`src/design/sfsd_pkg.sv`:
```
// ----------------------------------------------------------------------------
// sfsd_pkg
// Shared types and constants of the sensor frame sync decoder: the request
// payloads, the configuration register indexes and the frame layout.
// ----------------------------------------------------------------------------
package sfsd_pkg;

    // Frame length in bytes, header included (legal range 8 to 31).
    localparam int unsigned FRAME_LENGTH = 16;

    // Width of the byte position counter.
    localparam int unsigned POS_W = 5;

    // Configuration register indexes.
    localparam logic CFG_SYNC_FIRST  = 1'b0;
    localparam logic CFG_SYNC_SECOND = 1'b1;

    // Reset values of the configuration registers.
    localparam logic [7:0] SYNC_FIRST_RST  = 8'hAB;
    localparam logic [7:0] SYNC_SECOND_RST = 8'hCD;

    // Input command codes.
    localparam logic CMD_BYTE = 1'b0;
    localparam logic CMD_TICK = 1'b1;

    // Result kind codes.
    localparam logic KIND_FRAME = 1'b0;
    localparam logic KIND_COUNT = 1'b1;

    // Byte positions with a meaning of their own.
    localparam logic [POS_W-1:0] POS_HUNT   = 5'd0;
    localparam logic [POS_W-1:0] POS_SECOND = 5'd1;
    localparam logic [POS_W-1:0] POS_X_HI   = 5'd2;
    localparam logic [POS_W-1:0] POS_X_LO   = 5'd3;
    localparam logic [POS_W-1:0] POS_Y_HI   = 5'd4;
    localparam logic [POS_W-1:0] POS_Y_LO   = 5'd5;
    localparam logic [POS_W-1:0] POS_Z_HI   = 5'd6;
    localparam logic [POS_W-1:0] POS_Z_LO   = 5'd7;
    localparam logic [POS_W-1:0] POS_END    = POS_W'(FRAME_LENGTH);

    // Input request payload.
    typedef struct packed {
        logic       cmd;
        logic [7:0] rx_byte;
    } t_in_req;

    // Result request payload.
    typedef struct packed {
        logic               kind;
        logic signed [15:0] accel_x;
        logic signed [15:0] accel_y;
        logic signed [15:0] accel_z;
        logic        [15:0] frame_count;
    } t_out_req;

    // Header sync bytes handed to the parser.
    typedef struct packed {
        logic [7:0] sync_first;
        logic [7:0] sync_second;
    } t_sync_cfg;

endpackage

```
`src/design/sfsd_parser.sv`:
```
// ----------------------------------------------------------------------------
// sfsd_parser
// Per-byte frame parser: header hunt, value assembly and the saturating
// frame counter. Produces at most one result for each accepted request.
// ----------------------------------------------------------------------------
module sfsd_parser (
    input  logic                i_clk,
    input  logic                i_rst_n,
    input  logic                i_accept,
    input  sfsd_pkg::t_in_req   i_req,
    input  sfsd_pkg::t_sync_cfg i_cfg,
    output logic                o_res_valid,
    output sfsd_pkg::t_out_req  o_res
);

    logic [sfsd_pkg::POS_W-1:0] r_pos;
    logic [sfsd_pkg::POS_W-1:0] n_pos;
    logic [15:0]                r_x;
    logic [15:0]                n_x;
    logic [15:0]                r_y;
    logic [15:0]                n_y;
    logic [15:0]                r_z;
    logic [15:0]                n_z;
    logic [15:0]                r_count;
    logic [15:0]                n_count;
    logic [sfsd_pkg::POS_W-1:0] pos_inc;
    logic [15:0]                count_inc;

    assign pos_inc   = r_pos + 1'b1;
    assign count_inc = (r_count == 16'hFFFF) ? r_count : r_count + 16'd1;

    // Next state and result for the request at the input.
    always_comb begin
        n_pos       = r_pos;
        n_x         = r_x;
        n_y         = r_y;
        n_z         = r_z;
        n_count     = r_count;
        o_res_valid = 1'b0;
        o_res       = '0;
        if (i_req.cmd == sfsd_pkg::CMD_TICK) begin
            // Report the count and clear it; frame progress is kept.
            o_res_valid       = 1'b1;
            o_res.kind        = sfsd_pkg::KIND_COUNT;
            o_res.frame_count = r_count;
            n_count           = '0;
        end else if (r_pos == sfsd_pkg::POS_HUNT) begin
            if (i_req.rx_byte == i_cfg.sync_first) begin
                n_pos = sfsd_pkg::POS_SECOND;
            end
        end else if (r_pos == sfsd_pkg::POS_SECOND) begin
            // A mismatch drops the byte and restarts the hunt.
            n_pos = (i_req.rx_byte == i_cfg.sync_second) ? sfsd_pkg::POS_X_HI
                                                         : sfsd_pkg::POS_HUNT;
        end else begin
            case (r_pos)
                sfsd_pkg::POS_X_HI: n_x[15:8] = i_req.rx_byte;
                sfsd_pkg::POS_X_LO: n_x[7:0]  = i_req.rx_byte;
                sfsd_pkg::POS_Y_HI: n_y[15:8] = i_req.rx_byte;
                sfsd_pkg::POS_Y_LO: n_y[7:0]  = i_req.rx_byte;
                sfsd_pkg::POS_Z_HI: n_z[15:8] = i_req.rx_byte;
                sfsd_pkg::POS_Z_LO: n_z[7:0]  = i_req.rx_byte;
                default: ;
            endcase
            n_pos = pos_inc;
            // End of frame: emit the values and count the frame.
            if (pos_inc >= sfsd_pkg::POS_END || pos_inc == sfsd_pkg::POS_HUNT) begin
                n_pos             = sfsd_pkg::POS_HUNT;
                n_count           = count_inc;
                o_res_valid       = 1'b1;
                o_res.kind        = sfsd_pkg::KIND_FRAME;
                o_res.accel_x     = n_x;
                o_res.accel_y     = n_y;
                o_res.accel_z     = n_z;
                o_res.frame_count = count_inc;
            end
        end
    end

    // State registers advance on each accepted request.
    always_ff @(posedge i_clk) begin
        if (!i_rst_n) begin
            r_pos   <= sfsd_pkg::POS_HUNT;
            r_x     <= '0;
            r_y     <= '0;
            r_z     <= '0;
            r_count <= '0;
        end else if (i_accept) begin
            r_pos   <= n_pos;
            r_x     <= n_x;
            r_y     <= n_y;
            r_z     <= n_z;
            r_count <= n_count;
        end
    end

endmodule

```
`src/design/sfsd_out_buf.sv`:
```
// ----------------------------------------------------------------------------
// sfsd_out_buf
// Two-entry result buffer. The head entry drives the output channel; the
// second entry lets the parser take one more request while the receiver
// stalls.
// ----------------------------------------------------------------------------
module sfsd_out_buf (
    input  logic               i_clk,
    input  logic               i_rst_n,
    input  logic               i_push,
    input  sfsd_pkg::t_out_req i_data,
    output logic               o_space,
    output logic               o_valid,
    input  logic               i_ready,
    output sfsd_pkg::t_out_req o_data
);

    logic [1:0]         r_cnt;
    logic [1:0]         n_cnt;
    sfsd_pkg::t_out_req r_d0;
    sfsd_pkg::t_out_req n_d0;
    sfsd_pkg::t_out_req r_d1;
    sfsd_pkg::t_out_req n_d1;
    logic               pop;

    assign o_valid = (r_cnt != 2'd0);
    assign o_data  = r_d0;
    assign o_space = (r_cnt != 2'd2);
    assign pop     = o_valid && i_ready;

    // Queue update: a pop shifts the second entry forward.
    always_comb begin
        n_cnt = r_cnt;
        n_d0  = r_d0;
        n_d1  = r_d1;
        if (pop) begin
            n_d0  = r_d1;
            n_cnt = n_cnt - 2'd1;
        end
        if (i_push) begin
            if (n_cnt == 2'd0) begin
                n_d0 = i_data;
            end else begin
                n_d1 = i_data;
            end
            n_cnt = n_cnt + 2'd1;
        end
    end

    // Count is control state; entries are payload.
    always_ff @(posedge i_clk) begin
        if (!i_rst_n) begin
            r_cnt <= 2'd0;
        end else begin
            r_cnt <= n_cnt;
        end
    end

    always_ff @(posedge i_clk) begin
        r_d0 <= n_d0;
        r_d1 <= n_d1;
    end

endmodule

```
`src/design/sensor_frame_sync_decoder_core.sv`:
```
// ----------------------------------------------------------------------------
// sensor_frame_sync_decoder_core
// Header-synchronized fixed-length frame parser for a received byte stream.
//
// Input channel (i_in_valid / o_in_ready / i_in_data): each request is either
// a received byte or a period tick. The parser hunts for the two sync bytes,
// collects the rest of the frame and, on its last byte, issues one result
// with three big-endian signed values and the frame count. A tick issues a
// result with the frame count and clears the count.
// Output channel (o_out_valid / i_out_ready / o_out_data) carries results.
// Configuration port (i_cfg_we / i_cfg_index / i_cfg_data) writes the sync
// byte chosen by i_cfg_index; write it only while the block is idle.
// Each result is registered in the result buffer on its way to the output.
// Throughput: one request per cycle while o_in_ready is high.
// A two-entry result buffer keeps requests flowing while the receiver stalls
// until a second result is waiting; with both entries full, o_in_ready stays
// low until the cycle after one is taken.
// Reset clears the parser to the hunt state, the frame count to zero, the
// result buffer to empty and the sync bytes to 0xAB and 0xCD.
// ----------------------------------------------------------------------------
module sensor_frame_sync_decoder_core (
    input  logic               i_clk,
    input  logic               i_rst_n,
    input  logic               i_in_valid,
    output logic               o_in_ready,
    input  sfsd_pkg::t_in_req  i_in_data,
    output logic               o_out_valid,
    input  logic               i_out_ready,
    output sfsd_pkg::t_out_req o_out_data,
    input  logic               i_cfg_we,
    input  logic               i_cfg_index,
    input  logic [7:0]         i_cfg_data
);

    sfsd_pkg::t_sync_cfg r_cfg;
    sfsd_pkg::t_out_req  res;
    logic                res_valid;
    logic                accept;
    logic                space;

    assign o_in_ready = space;
    assign accept     = i_in_valid && space;

    // Configuration registers.
    always_ff @(posedge i_clk) begin
        if (!i_rst_n) begin
            r_cfg.sync_first  <= sfsd_pkg::SYNC_FIRST_RST;
            r_cfg.sync_second <= sfsd_pkg::SYNC_SECOND_RST;
        end else if (i_cfg_we) begin
            case (i_cfg_index)
                sfsd_pkg::CFG_SYNC_FIRST:  r_cfg.sync_first  <= i_cfg_data;
                sfsd_pkg::CFG_SYNC_SECOND: r_cfg.sync_second <= i_cfg_data;
                default: ;
            endcase
        end
    end

    // Frame parser.
    sfsd_parser u_parser (
        .i_clk       (i_clk),
        .i_rst_n     (i_rst_n),
        .i_accept    (accept),
        .i_req       (i_in_data),
        .i_cfg       (r_cfg),
        .o_res_valid (res_valid),
        .o_res       (res)
    );

    // Result buffer.
    sfsd_out_buf u_out_buf (
        .i_clk   (i_clk),
        .i_rst_n (i_rst_n),
        .i_push  (accept && res_valid),
        .i_data  (res),
        .o_space (space),
        .o_valid (o_out_valid),
        .i_ready (i_out_ready),
        .o_data  (o_out_data)
    );

endmodule
```
`config.mk`:
```
export PLATFORM = sky130hd
export DESIGN_NAME = sensor_frame_sync_decoder_core
export DESIGN_NICKNAME = d
export VERILOG_FILES = /design/src/design/sfsd_pkg.sv /design/src/design/sfsd_parser.sv /design/src/design/sfsd_out_buf.sv /design/src/design/sensor_frame_sync_decoder_core.sv
export SDC_FILE = /design/constraint.sdc
export NUM_CORES = 1
export LEC_CHECK = 0
export ABC_AREA = 1
export BUFFER_PORTS_ARGS = -buffer_cell sky130_fd_sc_hd__buf_4
export CAP_MARGIN = 20
export CELL_PAD_IN_SITES_DETAIL_PLACEMENT = 1
export CELL_PAD_IN_SITES_GLOBAL_PLACEMENT = 1
export CORE_ASPECT_RATIO = 0.5
export CORE_MARGIN = 2
export CORE_UTILIZATION = 45
export CTS_CLUSTER_DIAMETER = 30
export DETAILED_ROUTE_END_ITERATION = 6
export PLACE_DENSITY_LB_ADDON = 0.08
export SYNTH_ARGS = -nofsm -noshare
export SYNTH_HDL_FRONTEND = slang
export SYNTH_SLANG_ARGS = --single-unit
export TNS_END_PERCENT = 5
```
`constraint.sdc`:
```
create_clock -name i_clk -period 5.4 [get_ports i_clk]
set_input_delay 0.81 -clock i_clk [delete_from_list [all_inputs] [get_ports i_clk]]
set_output_delay 0.81 -clock i_clk [all_outputs]
set_load 0.02 [all_outputs]
```
==> results.sh <==
export IMPL_skew_ns=0.0242
export IMPL_cp_start_kind="input port"
export IMPL_gp_congestion=0.821
export IMPL_gr_usage_all_layers=0.244
export IMPL_async_flop_share=0
export IMPL_grt_pass1_vias=9106
export IMPL_report_final_setup_viol=0
export IMPL_wl_met1_um=13400
export IMPL_synth_edf_count=65
export IMPL_post_route_drc_count=0
export IMPL_netlist_instances=1227
export IMPL_power_leakage_nw=5.26
export IMPL_timing_final_ws_setup_ns=2.11
export IMPL_ant_nets=0
export IMPL_vias_per_cell=5.37
export IMPL_ir_worst_vdd_uv=265
export IMPL_fmax_mhz=304
export IMPL_synth_area_leaders="dfxtp_1, edfxtp_1, nand2_1"
export IMPL_hold_viol_final=0
export IMPL_fin_crit_ns=3.29
export IMPL_num_rows=38
export IMPL_crit_arrival_ns=3.70
export IMPL_syn_cell_area_um2=10000
export IMPL_htreeDepth=2
export IMPL_cap_violations=0
export IMPL_grt_max_degree=79
export IMPL_yosys_area_top_type="dfxtp_1"
export IMPL_ys_types=35
export IMPL_clock_path_buffers=3
export IMPL_synthTopCellsByCount="nand2_1, o21ai_0, dfxtp_1"
export IMPL_antenna_found_initial=0
export IMPL_cts_resized=0
export IMPL_routed_wl_um=28600
export IMPL_hpwlAfterDp_um=17800
export IMPL_ctsHoldBuffers=0
export IMPL_area_delta_synth_final_pct=20.4
export IMPL_grt_pass1_wl_um=46300
export IMPL_synth_ff_type="dfxtp_1"
export IMPL_layout_drive_gt1_share=0.181
export IMPL_initial_core_util=0.460
export IMPL_dpl_cell_area_um2=10800
export IMPL_yosysMostFrequentCell="nand2_1"
export IMPL_io_pins=90
export IMPL_diodes=0
export IMPL_p_per_area_nw_per_um2=501
export IMPL_critical_path_class="in -> reg"
export IMPL_route_met3_wl_um=1010
export IMPL_finalMaxSlewViolations=0
export IMPL_slew_headroom=0.311
export IMPL_worstHoldPathType="reg -> reg"
export IMPL_setup_tns_final_ns=0
export IMPL_fp_dieW_um=215
export IMPL_path_max_fanout=78
export IMPL_drtIter0Drc=586
export IMPL_place_port_buffers=89
export IMPL_overflow=0
export IMPL_path_clk_slew_ns=0.05
export IMPL_yosysTopAreaCellShare=0.303
export IMPL_status="finished clean"
export IMPL_post_route_period_util=0.609
export IMPL_seq_area_um2=4990
export IMPL_tightestPinTransition_ns=1.03
export IMPL_seq_area_frac_synth=0.498
export IMPL_preCtsSetupSlack_ns=1.64
export IMPL_dr_pass1_iters=5
export IMPL_fin_nets=1322
export IMPL_multiInputGateArea_um2=4290
export IMPL_clk_latency_ns=0.52
export IMPL_synth_nets=1258
export IMPL_hold_worst_slack_ns=0.480
export IMPL_vias=8700
export IMPL_cts_setup_buffers=0
export IMPL_die_area_um2=23600
export IMPL_core_um2=21800
export IMPL_cts_tree="yes"
export IMPL_wl_per_cell_um=17.7
export IMPL_fill_cells=2622
export IMPL_met2RoutedLength_um=13900
export IMPL_syn_avg_cell_area_um2=8.17
export IMPL_ys_warn_count=0
export IMPL_postLayoutCellArea_um2=12100
export IMPL_top_layer="met4"
export IMPL_required_ns=5.81
export IMPL_die_y_um=110
export IMPL_ys_seq_elements=217
export IMPL_cts_sinks=217
export IMPL_worstSetupEndpointType="flip-flop"
export IMPL_rsz0062_at_grt="false"
export IMPL_cts_buffers=37
export IMPL_fin_total_pwr_w=0.00606
export IMPL_cts_root_buf="clkbuf_16"
[metal layers]
metal / track usage / vias up
li1: - / 4231
met1: 0.309 / 4314
met2: 0.440 / 118
met3: 0.0456 / 37
met4: 0.0537 / 0
met5: 0 / -
[critical path: stages]
cell and delay, ns:
buf_4 0.18, inv_2 0.08, buf_4 0.69, nand2_1 0.69, nor2_2 0.39, buf_4 0.48, nand2_1 0.12, a21oi_1 0.21
[layout make-up]
cell class / instances / share of cell area
inverters: 107 / 0.0335
multi-input cells: 831 / 0.355
flip-flops and latches: 217 / 0.414
clock buffers: 43 / 0.0847
repair buffers: 97 / 0.0620
well taps: 300 / 0.0311
clock inverters: 25 / 0.0200
[through the flow]
step	instances	util
2_1_floorplan	1227	-
3_5_place_dp	1552	0.496
4_1_cts	1620	0.555
6_report	1620	0.555
3_3_place_gp	1551	0.495
5_1_grt	1620	0.555
[power breakdown]
group	switching, W	total [W]	internal [W]
registers	0.000154	0.00216	0.00201
logic	0.000845	0.00151	0.000664
clock network	0.000832	0.00238	0.00155
total	0.00183	0.00606	0.00422
[state kept, by name, indices dropped and copies added, names as in the netlist, 5 cells and up]
signal / flops
r_cfg: 16
u_out_buf.o_data: 65
u_out_buf.r_d1: 65
u_parser.r_count: 16
u_parser.r_pos: 5
u_parser.r_x: 16
u_parser.r_y: 16
u_parser.r_z: 16
[cell usage in the layout, fill, tap and decap left out, types with 12 or more instances in the layout]
cell type	instances
a21oi_1	66
buf_4	96
clkbuf_16	40
dfxtp_1	152
edfxtp_1	65
inv_1	104
mux2_2	63
nand2_1	307
nand3_1	109
nand4_1	12
nor2_1	49
o21ai_0	157
[cell families after synthesis]
kind of cell             count (synthesis)  share of synthesized area
AO/OA/AOI/OAI                          244                      0.124
XOR/XNOR                                11                    0.00961
adder cells (fa/ha/maj)                  8                    0.00998
buffers and inverters                  179                     0.0759
flip-flops                             217                      0.498
multiplexers                            63                     0.0708
AND/OR/NAND/NOR                        505                      0.212
[final timing paths]
| check | start | end | slack, ns | cells after the start |
|---|---|---|---|---|
| worst min-delay path | u_parser.r_y[2] | u_parser.r_y[2] | 0.48 | 2 |
| worst max-delay path | i_in_data[8] | u_parser.r_x[15] | 2.11 | 8 |
| worst min register to register | u_parser.r_y[2] | u_parser.r_y[2] | 0.48 | 2 |
| worst max register to register | u_parser.r_pos[0] | u_out_buf.r_d1[43] | 2.19 | 8 |
Note: power is estimated with default switching activity, not from simulation.
